===== config.mk =====
export PLATFORM = sky130hd
export DESIGN_NAME = lsab_angle
export DESIGN_NICKNAME = d
export VERILOG_FILES = /design/src/hdl/lsab_pkg.sv /design/src/hdl/lsab_angle.sv
export SDC_FILE = /design/constraint.sdc
export NUM_CORES = 1
export LEC_CHECK = 0
export ABC_AREA = 1
export CORE_UTILIZATION = 60
export CTS_CLUSTER_DIAMETER = 60
export DETAILED_ROUTE_END_ITERATION = 8
export DONT_BUFFER_PORTS = 1
export PLACE_DENSITY = 0.79
export RECOVER_POWER = 100
export SETUP_SLACK_MARGIN = 0.15
export SYNTH_ARGS = -nofsm -noshare
export SYNTH_HDL_FRONTEND = slang
export SYNTH_SLANG_ARGS = --single-unit

===== constraint.sdc =====
create_clock -name clk_i -period 6.3 [get_ports clk_i]
set_clock_uncertainty 0.2 [all_clocks]
set_input_delay 1.26 -clock clk_i [delete_from_list [all_inputs] [get_ports clk_i]]
set_output_delay 1.26 -clock clk_i [all_outputs]
set_load 0.01 [all_outputs]

===== src/hdl/lsab_pkg.sv =====
package lsab_pkg;

  localparam int unsigned BIN_COUNT_DEF = 360;
  localparam int unsigned ANGLE_W = 25;
  localparam int unsigned CM_W = 13;

  // An all-ones distance marks a bin that holds no sample.
  localparam logic [CM_W-1:0] CM_UNDEF = '1;

  localparam logic signed [27:0] FULL_TURN = 28'sd23592960;
  localparam logic signed [27:0] FULL_TURN2 = 28'sd47185920;
  localparam logic [ANGLE_W-1:0] HALF_DEG = 25'd32768;

  localparam logic [16:0] CM_RECIP = 17'd52429;

  localparam logic [15:0] MIN_RANGE_RST = 16'd50;
  localparam logic [15:0] MAX_RANGE_RST = 16'd12000;
  localparam logic [25:0] ANGLE_START_RST = 26'd0;
  localparam logic [25:0] ANGLE_STEP_RST = 26'd65536;
  localparam logic [24:0] ANGLE_OFFSET_RST = 25'd983040;
  localparam logic [15:0] TIMEOUT_RST = 16'd300;

  typedef enum logic [1:0] {
    ACT_SAMPLE = 2'd0,
    ACT_COMMIT = 2'd1,
    ACT_TICK   = 2'd2,
    ACT_READ   = 2'd3
  } action_e;

  typedef enum logic [2:0] {
    REG_MIN_RANGE     = 3'd0,
    REG_MAX_RANGE     = 3'd1,
    REG_ANGLE_START   = 3'd2,
    REG_ANGLE_STEP    = 3'd3,
    REG_ANGLE_OFFSET  = 3'd4,
    REG_FRESH_TIMEOUT = 3'd5
  } reg_idx_e;

  typedef struct packed {
    logic [15:0]        min_mm;
    logic [15:0]        max_mm;
    logic [ANGLE_W-1:0] step_w;
    logic [15:0]        timeout;
    logic [ANGLE_W-1:0] base_angle;
    logic [ANGLE_W-1:0] base_next;
    logic               reload;
  } cfg_t;

  // Brings an angle within two turns either side back into one turn.
  function automatic logic [ANGLE_W-1:0] wrap_turn(input logic signed [27:0] a);
    logic signed [27:0] cand [5];
    logic [ANGLE_W-1:0] res;
    cand[0] = a - FULL_TURN2;
    cand[1] = a - FULL_TURN;
    cand[2] = a;
    cand[3] = a + FULL_TURN;
    cand[4] = a + FULL_TURN2;
    res = '0;
    for (int i = 0; i < 5; i++) begin
      if (cand[i] >= 28'sd0 && cand[i] < FULL_TURN) begin
        res = cand[i][ANGLE_W-1:0];
      end
    end
    return res;
  endfunction

endpackage


===== src/hdl/lsab_angle.sv =====
module lsab_angle
  import lsab_pkg::*;
#(
  parameter int unsigned BIN_COUNT = BIN_COUNT_DEF,
  localparam int unsigned AW = (BIN_COUNT > 1) ? $clog2(BIN_COUNT) : 1
) (
  input  logic          clk_i,
  input  logic          rst_ni,
  input  cfg_t          cfg_i,
  input  logic          sample_i,
  input  logic          commit_i,
  output logic [AW-1:0] bin_o
);

  localparam int unsigned RECIP = ((1 << 20) + BIN_COUNT - 1) / BIN_COUNT;

  logic [ANGLE_W-1:0] acc_q;
  logic [ANGLE_W-1:0] acc_d;
  logic [ANGLE_W-1:0] rnd;
  logic [8:0]         deg;
  logic [29:0]        prod;
  logic [9:0]         quo;
  logic [19:0]        qn;
  logic [10:0]        rem;

  always_comb begin
    acc_d = acc_q;
    if (cfg_i.reload) begin
      acc_d = cfg_i.base_next;
    end else if (commit_i) begin
      acc_d = cfg_i.base_angle;
    end else if (sample_i) begin
      acc_d = wrap_turn($signed({3'b000, acc_q}) + $signed({3'b000, cfg_i.step_w}));
    end
  end

  always_ff @(posedge clk_i or negedge rst_ni) begin
    if (!rst_ni) begin
      acc_q <= ANGLE_OFFSET_RST;
    end else begin
      acc_q <= acc_d;
    end
  end

  // Whole degrees, halves up, then folded into the bin range by reciprocal.
  assign rnd   = acc_q + HALF_DEG;
  assign deg   = rnd[24:16];
  assign prod  = 30'(deg) * 30'(RECIP);
  assign quo   = prod[29:20];
  assign qn    = 20'(quo) * 20'(BIN_COUNT);
  assign rem   = 11'(deg) - qn[10:0];
  assign bin_o = rem[AW-1:0];

endmodule


Word level (Yosys, flattened, before mapping)
Index checks and enable logic that the tools add are counted.
- register bits after elaboration: 25
- input bits: 128
- logic and storage cells: 34
- $add $sub $neg: 7
- multipliers: 2
- $lt $le $gt $ge: 10
- mux-type cells: 8
- reduce and logical (&&, ||, !) cells: 6
- operators with widths (cell ; number):
    25-bit 2-to-1 mux ; 8
    27-bit by 1-bit greater-or-equal comparator with 1-bit output (second input constant) ; 4
    27-bit by 25-bit less-than comparator with 1-bit output (second input constant) ; 2
    27-bit by 26-bit less-than comparator with 1-bit output (second input constant) ; 2
    26-bit by 25-bit adder with 27-bit output (second input constant) ; 1
    26-bit by 26-bit adder with 27-bit output (second input constant) ; 1
    26-bit by 25-bit subtractor with 27-bit output (second input constant) ; 1
    26-bit by 26-bit subtractor with 27-bit output (second input constant) ; 1
    25-bit by 25-bit adder with 26-bit output ; 1
    26-bit by 1-bit greater-or-equal comparator with 1-bit output (second input constant) ; 1
    26-bit by 25-bit less-than comparator with 1-bit output (second input constant) ; 1
    25-bit by 16-bit adder with 25-bit output (second input constant) ; 1
    9-bit by 12-bit multiplier with 21-bit output (second input constant) ; 1
    9-bit subtractor ; 1
    1-bit by 6-bit multiplier with 6-bit output (second input constant) ; 1
    1-bit logical AND ; 5
    3-bit nonzero test ; 1

Longest topological paths before layout
- depth in word-level cells: 12
- depth in mapped cells: 30
- mapped depth without buffers: 30

Worst setup path after synthesis
Ideal clock, no wire load.
- path type: register to output
- start point: register acc_q[16]
- end point: output port bin_o[7]
- arrival time: 5265 ps
- data required time: 4840 ps
- path slack: -425 ps
- cell stages (with the launch flop): 28
- buffers on the path: 0
- path through: dfstp_2 > ha_1 > and3_1 > nand4_1 > nor2_1 > xor2_1 > ha_1 > inv_1 > fa_1 > inv_1 > fa_1 > inv_1 > fa_1 > inv_1 > ha_1 > a21oi_1 > nor2_1 > a211oi_1 > o221a_2 > nand2_1 > nand2_1 > nand2_1 > ha_1 > ha_1 > nand3b_1 > nand2_1 > nand3_1 > nand2_1
- longest elaborated chain between the ends: 4
- RTL lines (item ; line ; RTL):
    start, declared ; lsab_angle.sv:17 ; logic [ANGLE_W-1:0] acc_q;
    start signal, assigned ; lsab_angle.sv:39 ; acc_q <= ANGLE_OFFSET_RST;
    start signal, assigned ; lsab_angle.sv:41 ; acc_q <= acc_d;
    25-bit by 16-bit adder with 25-bit output * ; lsab_angle.sv:46 ; assign rnd = acc_q + HALF_DEG;
    9-bit by 12-bit multiplier with 21-bit output ; lsab_angle.sv:48 ; assign prod = 30'(deg) * 30'(RECIP);
    1-bit by 6-bit multiplier with 6-bit output ; lsab_angle.sv:50 ; assign qn = 20'(quo) * 20'(BIN_COUNT);
    9-bit subtractor * ; lsab_angle.sv:51 ; assign rem = 11'(deg) - qn[10:0];
    end, declared ; lsab_angle.sv:12 ; output logic [AW-1:0] bin_o
Mark *: on every way between the ends. The rest lies on a longest branch, timed or not.

Final worst setup path
Same ends and word-level chain as after synthesis.

==> reports/metrics.json <==
{
  "violated_checks": "negative setup slack",
  "cts_inserted_buffers": 3,
  "timing_worst_setup_path_type": "flop to primary output",
  "yosysSeqAreaShare": 0.115,
  "grt_pass1_wl_um": 25300,
  "power_per_cell_area_mw_per_mm2": 532,
  "status": "finished, violations left",
  "crit_path_start_kind": "flop",
  "cp.arrival_ns": 5.40,
  "avgViaCountPerCell": 5.53,
  "count_of_final_setup_violators": 6,
  "clock_latency_ns": 0.28,
  "clock_path_buffers": 2,
  "max_slew.worst_pin.slew_ns": 1.11,
  "cpLargestDelayFamily": "adder cells",
  "port-buffer-count": 0,
  "vdd_ir_drop_max_uv": 343,
  "multiInputGateArea_mm2": 0.00432,
  "top_area_cells_in_the_synthesized_netlist": "nand2_1 19%, ha_1 17%, inv_1 9.9%, dfrtp_1 9.6%, fa_1 7.3%",
  "clockRootBuffer": "clkbuf_8",
  "layout_worst_path_cycle_share": 1.09,
  "cts_max_level": 1,
  "core_area_mm2": 0.00876,
  "start_util": 0.625,
  "grtUsageTotal": 0.319,
  "crit_fanout": 3,
  "syn_inst": 879,
  "max_flop_register": "acc_q",
  "dr.pass1.iters": 5,
  "layout-drive-gt1-share": 0.153,
  "final.min_clock_period_ns": 6.86,
  "static_leakage_power_nw": 3.37,
  "first_global_vias": 5639,
  "cts_tree": "built",
  "clkSinkCount": 25,
  "post-layout-total-power_mw": 3.21,
  "synth_nets": 1100,
  "finalHoldViolations": 0,
  "die_h_um": 97.6,
  "largest_registers_ranked_by_flip_flop_count": "acc_q (25)",
  "grt_max_degree": 46,
  "highest_achievable_clock_rate_ghz": 0.146,
  "fill_cells": 774,
  "dieWidth_um": 97.6,
  "wire_per_inst_um": 14.4,
  "critPathBufInv": 5,
  "vias": 5647,
  "grt_setup_unrepaired": "true",
  "synth_area_per_cell_um2": 6.24,
  "nNetsFinal": 1136,
  "detailedPlacementHpwl_um": 12200,
  "path_clk_slew_ns": 0.10,
  "pre_cts_slack_ns": -0.417,
  "die_area_mm2": 0.00952,
  "timing.critical_path.slowest_stage_cell": "dfstp_2",
  "routed_wirelength_um": 14800,
  "overflow": 0,
  "core.rowCount": 34,
  "mostFrequentLayoutCell": "nand2_1",
  "synth_top_area_share": 0.191,
  "ctsHoldBuffers": 0,
  "cp_common_cell": "ha_4",
  "timing.critical_path.slowest_cell_delay_ns": 0.58,
  "endpoint_type_of_the_worst_setup_path": "primary output",
  "layout.cells.most_common_list": "275 x nand2_1, 137 x inv_1, 77 x nor2_1",
  "hold_path.class": "flop to flop",
  "max-cap-violations": 0,
  "ys_ff_latch": 25,
  "detail-route-antenna-nets": 0,
  "synth_area_mm2": 0.00548,
  "drt_iter0_drc": 318,
  "slew-limit-headroom": 0.257,
  "remaining_drc_errors": 0,
  "gp_routability_congestion": 0.935,
  "area_growth_syn_to_layout_pct": 10.1,
  "required_ns": 4.84,
  "postLayoutSetupSlackWorst_ns": -0.564,
  "antenna_found_initial": 0,
  "number_of_ports_placed_on_the_die_boundary": 137,
  "yosysTopAreaCell": "nand2_1",
  "report.final.slew_viol_count": 0,
  "largest_register_ff_count": 25,
  "footprint_of_the_flip_flops_and_latches_um2": 631,
  "diode_insertion_count_for_antenna_repair": 0,
  "synth_cell_type_count": 42,
  "synth.yosys.warnings": 0
}
## tightest hold or removal path, cell delays in order (launching register included)
cell and delay (ns):
dfstp_2 0.40, nand2_1 0.06, nand2_1 0.05
## final cells by class
cell class,count,area share
multi-input combinational,689,0.715
inverter,150,0.0941
tap,108,0.0224
clock buffer,4,0.00746
timing repair buffer,46,0.0566
sequential,25,0.104
## stage by stage
stage                      util  hold WS (ns)  setup TNS [ns]  area, um^2  cells
after floorplan               -         0.253          -0.213        5570    879
after global placement    0.678         0.266           -1.04        5940   1013
after detailed placement  0.678         0.278           -1.64        5940   1013
after CTS                 0.691         0.300           -1.77        6060   1021
after global routing      0.689         0.325           -3.70        6040   1022
final                     0.689         0.302           -2.36        6040   1022
## power breakdown
part | internal (mW) | switching (mW) | leakage [nW]
clock | 0.0455 | 0.0598 | 0.0228
combinational | 1.20 | 1.68 | 3.05
sequential | 0.197 | 0.0262 | 0.288
## worst paths after layout
kind / from / end / slack (ns) / cells past startpoint
min in group asynchronous: rst_ni / acc_q[8] / 0.46 / 0
max in group asynchronous: rst_ni / acc_q[19] / 5.27 / 0
hold reg to reg: acc_q[18] / acc_q[18] / 0.30 / 2
setup / recovery: acc_q[16] / bin_o[7] / -0.56 / 29
hold / removal: acc_q[18] / acc_q[18] / 0.30 / 2
setup reg to reg: acc_q[15] / acc_q[18] / 1.49 / 24
## Yosys cell counts, drive strengths merged
master    n
nand2   304
a21oi    65
o21ai    18
o22ai     1
dfstp     4
o311ai    1
nand4    19
a211oi    1
o221ai    1
or2       1
buf       3
inv     149
and3      1
xnor2     9
clkbuf   12
ha       73
clkinv    1
o221a     1
xor2     17
and2      1
nor3      3
fa       20
nand3b    7
nor3b     1
a31oi     1
o21bai    2
dfrtp    21
nor2     93
nand3    49
## metal layers
| layer | GRT usage | up-vias | share of wire |
|---|---|---|---|
| li1 | - | 2834 | - |
| met1 | 0.413 | 2578 | 0.44 |
| met2 | 0.552 | 198 | 0.48 |
| met3 | 0.0475 | 37 | 0.056 |
| met4 | 0.0837 | 0 | 0.024 |
| met5 | 0 | - | 0 |
## timing repair
item                                    CTS  global route
hold endpoints to repair                  0             0
buffers inserted                          4             1
gates resized for setup                  12             9
endpoints found under the setup margin    6             6
pin swaps                                11             4
## logic make-up after synthesis
| logic type | count (synthesis) | synth area share |
|---|---|---|
| buffers and inverters | 165 | 0.117 |
| AOI/OAI and AO/OA | 91 | 0.0922 |
| xor gates and xnor gates | 26 | 0.0415 |
| adders and majority gates | 93 | 0.240 |
| DFF | 25 | 0.115 |
| and+or+nand+nor | 479 | 0.395 |
No activity file was read; power rests on OpenSTA's default activity.
