File: config.mk
export PLATFORM = sky130hd
export DESIGN_NAME = lsab_cfg
export DESIGN_NICKNAME = d
export VERILOG_FILES = /design/src/hdl/lsab_pkg.sv /design/src/hdl/lsab_cfg.sv
export SDC_FILE = /design/constraint.sdc
export NUM_CORES = 1
export LEC_CHECK = 0
export BUFFER_PORTS_ARGS = -buffer_cell sky130_fd_sc_hd__buf_2
export CAP_MARGIN = 15
export CELL_PAD_IN_SITES_DETAIL_PLACEMENT = 1
export CELL_PAD_IN_SITES_GLOBAL_PLACEMENT = 1
export CORE_ASPECT_RATIO = 2
export CORE_MARGIN = 2
export CORE_UTILIZATION = 31
export DETAILED_ROUTE_END_ITERATION = 6
export PLACE_DENSITY_LB_ADDON = 0.1
export SLEW_MARGIN = 30
export SYNTH_ARGS = -nofsm -noshare
export SYNTH_HDL_FRONTEND = slang
export SYNTH_SLANG_ARGS = --single-unit
File: constraint.sdc
create_clock -name clk_i -period 9.5 [get_ports clk_i]
set_clock_uncertainty 0.1 [all_clocks]
set_input_delay 1.9 -clock clk_i [delete_from_list [all_inputs] [get_ports clk_i]]
set_output_delay 1.9 -clock clk_i [all_outputs]
set_load 0.01 [all_outputs]
File: src/hdl/lsab_pkg.sv
package lsab_pkg;

  localparam int unsigned BIN_COUNT_DEF = 360;
  localparam int unsigned ANGLE_W = 25;
  localparam int unsigned CM_W = 13;

  // An all-ones distance marks a bin that holds no sample.
  localparam logic [CM_W-1:0] CM_UNDEF = '1;

  localparam logic signed [27:0] FULL_TURN = 28'sd23592960;
  localparam logic signed [27:0] FULL_TURN2 = 28'sd47185920;
  localparam logic [ANGLE_W-1:0] HALF_DEG = 25'd32768;

  localparam logic [16:0] CM_RECIP = 17'd52429;

  localparam logic [15:0] MIN_RANGE_RST = 16'd50;
  localparam logic [15:0] MAX_RANGE_RST = 16'd12000;
  localparam logic [25:0] ANGLE_START_RST = 26'd0;
  localparam logic [25:0] ANGLE_STEP_RST = 26'd65536;
  localparam logic [24:0] ANGLE_OFFSET_RST = 25'd983040;
  localparam logic [15:0] TIMEOUT_RST = 16'd300;

  typedef enum logic [1:0] {
    ACT_SAMPLE = 2'd0,
    ACT_COMMIT = 2'd1,
    ACT_TICK   = 2'd2,
    ACT_READ   = 2'd3
  } action_e;

  typedef enum logic [2:0] {
    REG_MIN_RANGE     = 3'd0,
    REG_MAX_RANGE     = 3'd1,
    REG_ANGLE_START   = 3'd2,
    REG_ANGLE_STEP    = 3'd3,
    REG_ANGLE_OFFSET  = 3'd4,
    REG_FRESH_TIMEOUT = 3'd5
  } reg_idx_e;

  typedef struct packed {
    logic [15:0]        min_mm;
    logic [15:0]        max_mm;
    logic [ANGLE_W-1:0] step_w;
    logic [15:0]        timeout;
    logic [ANGLE_W-1:0] base_angle;
    logic [ANGLE_W-1:0] base_next;
    logic               reload;
  } cfg_t;

  // Brings an angle within two turns either side back into one turn.
  function automatic logic [ANGLE_W-1:0] wrap_turn(input logic signed [27:0] a);
    logic signed [27:0] cand [5];
    logic [ANGLE_W-1:0] res;
    cand[0] = a - FULL_TURN2;
    cand[1] = a - FULL_TURN;
    cand[2] = a;
    cand[3] = a + FULL_TURN;
    cand[4] = a + FULL_TURN2;
    res = '0;
    for (int i = 0; i < 5; i++) begin
      if (cand[i] >= 28'sd0 && cand[i] < FULL_TURN) begin
        res = cand[i][ANGLE_W-1:0];
      end
    end
    return res;
  endfunction

endpackage

File: src/hdl/lsab_cfg.sv
module lsab_cfg
  import lsab_pkg::*;
(
  input  logic        clk_i,
  input  logic        rst_ni,
  input  logic        psel,
  input  logic        penable,
  input  logic        pwrite,
  input  logic [4:0]  paddr,
  input  logic [31:0] pwdata,
  output logic [31:0] prdata,
  output logic        pready,
  output cfg_t        cfg_o
);

  logic [15:0]        min_q;
  logic [15:0]        max_q;
  logic [25:0]        start_q;
  logic [25:0]        step_q;
  logic [24:0]        offset_q;
  logic [15:0]        timeout_q;
  logic [ANGLE_W-1:0] step_w_q;
  logic [ANGLE_W-1:0] base_q;
  logic [ANGLE_W-1:0] base_d;
  logic [25:0]        start_n;
  logic [24:0]        offset_n;
  logic [2:0]         idx;
  logic               wr;
  logic               reload;

  assign pready = 1'b1;
  assign idx    = paddr[4:2];
  assign wr     = psel && penable && pwrite;
  assign reload = wr && (idx == REG_ANGLE_START || idx == REG_ANGLE_OFFSET);

  assign start_n  = (wr && idx == REG_ANGLE_START) ? pwdata[25:0] : start_q;
  assign offset_n = (wr && idx == REG_ANGLE_OFFSET) ? pwdata[24:0] : offset_q;
  assign base_d   = wrap_turn($signed({{2{start_n[25]}}, start_n}) +
                              $signed({3'b000, offset_n}));

  always_ff @(posedge clk_i or negedge rst_ni) begin
    if (!rst_ni) begin
      min_q     <= MIN_RANGE_RST;
      max_q     <= MAX_RANGE_RST;
      start_q   <= ANGLE_START_RST;
      step_q    <= ANGLE_STEP_RST;
      offset_q  <= ANGLE_OFFSET_RST;
      timeout_q <= TIMEOUT_RST;
      step_w_q  <= ANGLE_STEP_RST[ANGLE_W-1:0];
      base_q    <= ANGLE_OFFSET_RST;
    end else if (wr) begin
      case (idx)
        REG_MIN_RANGE:     min_q <= pwdata[15:0];
        REG_MAX_RANGE:     max_q <= pwdata[15:0];
        REG_ANGLE_START: begin
          start_q <= pwdata[25:0];
          base_q  <= base_d;
        end
        REG_ANGLE_STEP: begin
          step_q   <= pwdata[25:0];
          step_w_q <= wrap_turn($signed({{2{pwdata[25]}}, pwdata[25:0]}));
        end
        REG_ANGLE_OFFSET: begin
          offset_q <= pwdata[24:0];
          base_q   <= base_d;
        end
        REG_FRESH_TIMEOUT: timeout_q <= pwdata[15:0];
        default: ;
      endcase
    end
  end

  always_comb begin
    case (idx)
      REG_MIN_RANGE:     prdata = {16'b0, min_q};
      REG_MAX_RANGE:     prdata = {16'b0, max_q};
      REG_ANGLE_START:   prdata = {6'b0, start_q};
      REG_ANGLE_STEP:    prdata = {6'b0, step_q};
      REG_ANGLE_OFFSET:  prdata = {7'b0, offset_q};
      REG_FRESH_TIMEOUT: prdata = {16'b0, timeout_q};
      default:           prdata = '0;
    endcase
  end

  assign cfg_o.min_mm     = min_q;
  assign cfg_o.max_mm     = max_q;
  assign cfg_o.step_w     = step_w_q;
  assign cfg_o.timeout    = timeout_q;
  assign cfg_o.base_angle = base_q;
  assign cfg_o.base_next  = base_d;
  assign cfg_o.reload     = reload;

endmodule

**After elaboration in Yosys (flattened, before gate mapping)**

Cells that the tools add are included.

- $add $sub $neg: 9
- Multiply operators: 0
- Div/mod/pow operators: 0
- Magnitude comparators: 20
- Equal/unequal tests: 5
- Shift-type cells: 0
- Multiplexer cells: 13
- Bitwise operators: 0
- Reduce and logical (&&, ||, !) cells: 25

Operator list:

| cell | number |
|---|---|
| $mux W25 | 11 |
| $ge A28 B1 Y1 const B | 6 |
| $lt A28 B26 Y1 const B | 6 |
| $pmux W26 S6 | 1 |
| $ge A27 B1 Y1 const B | 3 |
| $lt A27 B26 Y1 const B | 3 |
| $add A26 B27 Y28 const B | 1 |
| $add A27 B26 Y28 const B | 1 |
| $add A27 B27 Y28 const B | 1 |
| $sub A26 B27 Y28 const B | 1 |
| $sub A27 B26 Y28 const B | 1 |
| $sub A27 B27 Y28 const B | 1 |
| $add A26 B26 Y27 | 1 |
| $add A26 B26 Y27 const B | 1 |
| $sub A26 B26 Y27 const B | 1 |
| $ge A26 B1 Y1 const B | 1 |
| $lt A26 B26 Y1 const B | 1 |
| $mux W26 | 1 |
| $logic_and A1 B1 Y1 | 15 |
| $reduce_and A2 Y1 | 7 |
| $eq A3 B2 Y1 const B | 2 |
| $eq A3 B3 Y1 const B | 2 |
| $eq A3 B1 Y1 const B | 1 |
| $logic_not A3 Y1 | 1 |
| other kinds (2) | 2 |

- Register bits after elaboration: 175
- Bits in latches: 0
- Bits in writable memories: 0
- Bits in read-only memories: 0
- Input bits: 42
- Word-level logic and storage cells: 80
- Memories: 0

**Longest topological paths before layout**

- Depth in word-level cells: 13
- Depth in mapped cells: 30
- Gate-level depth less buffers: 23

**Worst setup path after synthesis**

OpenSTA, ideal clock, no wires.

- Path type: input to output
- Start: input paddr[2]
- End: output cfg_o[10] (netlist name)
- Arrival: 7.191 ns
- Data required time: 7.500 ns
- Path slack: 0.309 ns
- Cell stages on the path: 28
- Path buffers: 6
- Path through: clkbuf_1 > nor2_1 > and3_1 > clkbuf_1 > buf_1 > mux2_2 > ha_1 > inv_1 > fa_1 > nand2b_1 > a21o_1 > a21o_1 > o31ai_4 > nand3_1 > nand2_1 > buf_2 > inv_1 > ha_1 > a21boi_2 > a221oi_2 > o21ai_1 > a221oi_2 > a21o_2 > nand3_2 > nor4b_4 > buf_6 > buf_6 > nor2_1

RTL lines:

| item | RTL line | RTL |
|---|---|---|
| start, declared | lsab_cfg.sv:9 | `input logic [4:0] paddr,` |
| end, declared | lsab_cfg.sv:13 | `output cfg_t cfg_o` |

==> impl_metrics.tcl <==
set metrics [dict create \
    outcome "finished clean" \
    start_kind "primary input" \
    drive_above_1_share_pct 39.5 \
    cts_sinks 175 \
    synth_cell_types 88 \
    finalCriticalPeriod_ns 9.18 \
    hp-class "reg -> reg" \
    hold_viol 0 \
    grt_pass1_vias 10600 \
    peakVddDrop_v 0.000142 \
    path_clk_slew_ns 0.07 \
    area_growth_pct 23.8 \
    yosysWarnings 0 \
    grt_first_pass_wirelength_mm 62.2 \
    place_inst 1828 \
    first_iter_violations 238 \
    synth.most_common_cell "nand2_1" \
    die_area_um2 38400 \
    critical_path.slowest_cell "fa_1" \
    syn_inst 1161 \
    setup_ws_ns 0.324 \
    ios 199 \
    wl_per_cell_um 21.9 \
    tightest_slew_ns 0.825 \
    post-route-util_pct 38.9 \
    n_antenna_cell 0 \
    finalHoldWorstSlack_ns 0.373 \
    rows 99 \
    total_leakage_power_nw 6.71 \
    cts_buffers 17 \
    arrival_ns 7.18 \
    synth_commonest_cells "nand2_1, mux2_2, dfrtp_1, nor2_1" \
    die_x_um 140 \
    numPortBuffers 183 \
    ant_nets 0 \
    cts_buffer_depth 2 \
    tns_ns 0 \
    synth_top_flop_cell "dfrtp_1" \
    synth.avg_cell_area_um2 9.81 \
    fin_area_um2 14100 \
    grt_max_degree 75 \
    final-setup-viol-count 0 \
    cp_max_fo 27 \
    gp_congestion 0.858 \
    maxCapViolations 0 \
    dp_slack_ns 0.0626 \
    power.density_nw_per_um2 277 \
    drc_errors 0 \
    crit_type "in -> out" \
    slew-limit-headroom_pct 45.0 \
    post-dp-hpwl_mm 31.6 \
    routed_wl_mm 40.9 \
    fin_crit_sh_pct 96.6 \
    coreArea_um2 36300 \
    layout.nets 1479 \
    yosys.area_share.simple_pct 11.7 \
    syn-cell-area_um2 11400 \
    final_cells 1865 \
    synthMuxAreaShare_pct 18.1 \
    drt_first_pass_iters 4 \
    cp.required_ns 7.50 \
    cts-root-buf "clkbuf_16" \
    cts_htree_levels 4 \
    synthTopCellsByArea "dfrtp_1, mux2_2, dfstp_2, nand2_1, ha_1" \
    slowest_delay_ns 0.40 \
    maxSlewViolCount 0 \
    grt_usage_pct 21.1 \
    grt-ovfl-total 0 \
    yosysTopAreaCell "dfrtp_1" \
    antenna_found_initial 0 \
    synthAdderAreaFrac_pct 4.35 \
    ys_ff_latch 175 \
    start_util_pct 31.4 \
    fmax_mhz 109 \
    dpl-instance-area_um2 13400 \
    power_mw 3.91 \
    synth_xor_area_share_pct 2.53 \
    synth_compound_area_share_pct 20.3 \
    num_vias 9934 \
    grt_setup_unrepaired "no" \
    worstSkewPairLatency_ns 0.46 \
    synth_async_sr_flop_share_pct 100 \
    vias_per_cell 5.33 \
    ys_seq_area_share_pct 38.7 \
    nFillCells 4225 \
    die_y_um 275 \
    synth_edf_count 0 \
    cts_tree "built" \
    synth.top_cell.area_share_pct 33.2 \
    synth_top_family_by_area "compound AO/OA/AOI/OAI gates" \
    endpoint_kind "output port" \
]
[state kept, by name, indices dropped and copies added, names as in the netlist]
signal,flops
start_q,26
step_q,26
base_q,25
offset_q,25
step_w_q,25
max_q,16
min_q,16
timeout_q,16
[what timing repair did]
action | CTS | global route
setup endpoints to repair | 0 | 25
gates resized for setup | 0 | 8
setup buffers | 0 | 4
hold buffers | 0 | 0
[worst max-delay path: cells and delay by family]
family,cells,cell delay [ns]
adder cells (fa/ha/maj),3,0.78
AO/OA/AOI/OAI,7,1.75
AND/OR/NAND/NOR,8,1.40
XOR/XNOR,1,0.29
multiplexers,1,0.22
buffers and inverters,6,0.80
[path summary, 6_finish.rpt]
| check | slack (ns) | startpoint | depth (start not counted) | end |
|---|---|---|---|---|
| setup / recovery | 0.32 | pwrite | 26 | cfg_o[15] |
| hold / removal | 0.37 | step_q[16]$_DFFE_PN1P_ | 2 | step_q[16]$_DFFE_PN1P_ |
| setup reg to reg | 4.36 | start_q[0]$_DFFE_PN0P_ | 22 | base_q[10]$_DFFE_PN0P_ |
| hold reg to reg | 0.37 | step_q[16]$_DFFE_PN1P_ | 2 | step_q[16]$_DFFE_PN1P_ |
| max in group asynchronous | 6.79 | rst_ni | 2 | base_q[2]$_DFFE_PN0P_ |
| min in group asynchronous | 1.37 | rst_ni | 1 | min_q[12]$_DFFE_PN0P_ |
[kinds of logic after synthesis]
| group | count (synthesis) |
|---|---|
| AO/OA/AOI/OAI | 320 |
| AND/OR/NAND/NOR | 301 |
| multiplexers | 187 |
| flip-flops | 175 |
| buffers and inverters | 108 |
| adder cells (fa/ha/maj) | 39 |
| XOR/XNOR | 29 |
| other | 2 |
[placed cells by master (no fill, tap or decap), types with 7 or more instances in the layout]
cell type / n
nor3_1: 11
a211oi_1: 9
o211ai_1: 9
inv_1: 24
mux2i_1: 32
o21a_1: 7
a22oi_1: 14
o31ai_1: 21
xor2_1: 8
dfrtp_1: 151
ha_1: 37
a21o_1: 13
a22o_1: 24
o221ai_1: 7
o21ai_0: 59
o21ai_1: 8
a31oi_1: 17
mux2_2: 155
clkbuf_16: 18
dfstp_2: 24
nor2_1: 74
nand3_1: 8
xnor2_1: 18
buf_4: 104
buf_2: 182
a21oi_1: 59
nand2_1: 156
conb_1: 7
[metal layers]
layer  up-vias  track usage [%]  wire length (um)  part of all wire, %
met2       164             43.6             24200                   59
met1      5000             20.4             14100                   34
li1       4704                -                 -                    -
met3        66             2.73               908                  2.2
met5         -                0                 0                    0
met4         0             9.26              1750                  4.3
[cell type report]
| class | instances | area [um2] | area share, % |
|---|---|---|---|
| multi-input cells | 883 | 6590 | 46.7 |
| flip-flops and latches | 175 | 4410 | 31.3 |
| repair buffers | 294 | 1840 | 13.0 |
| well taps | 454 | 568 | 4.03 |
| clock buffers | 17 | 425 | 3.02 |
| clock inverters | 15 | 173 | 1.22 |
| inverters | 27 | 101 | 0.719 |
[power by group]
group | switching (mW) | total, mW | internal (mW)
logic | 1.22 | 2.13 | 0.910
registers | 0.114 | 1.04 | 0.931
clock network | 0.355 | 0.732 | 0.376
total | 1.69 | 3.91 | 2.22
Power figures use the tool's default switching activity.
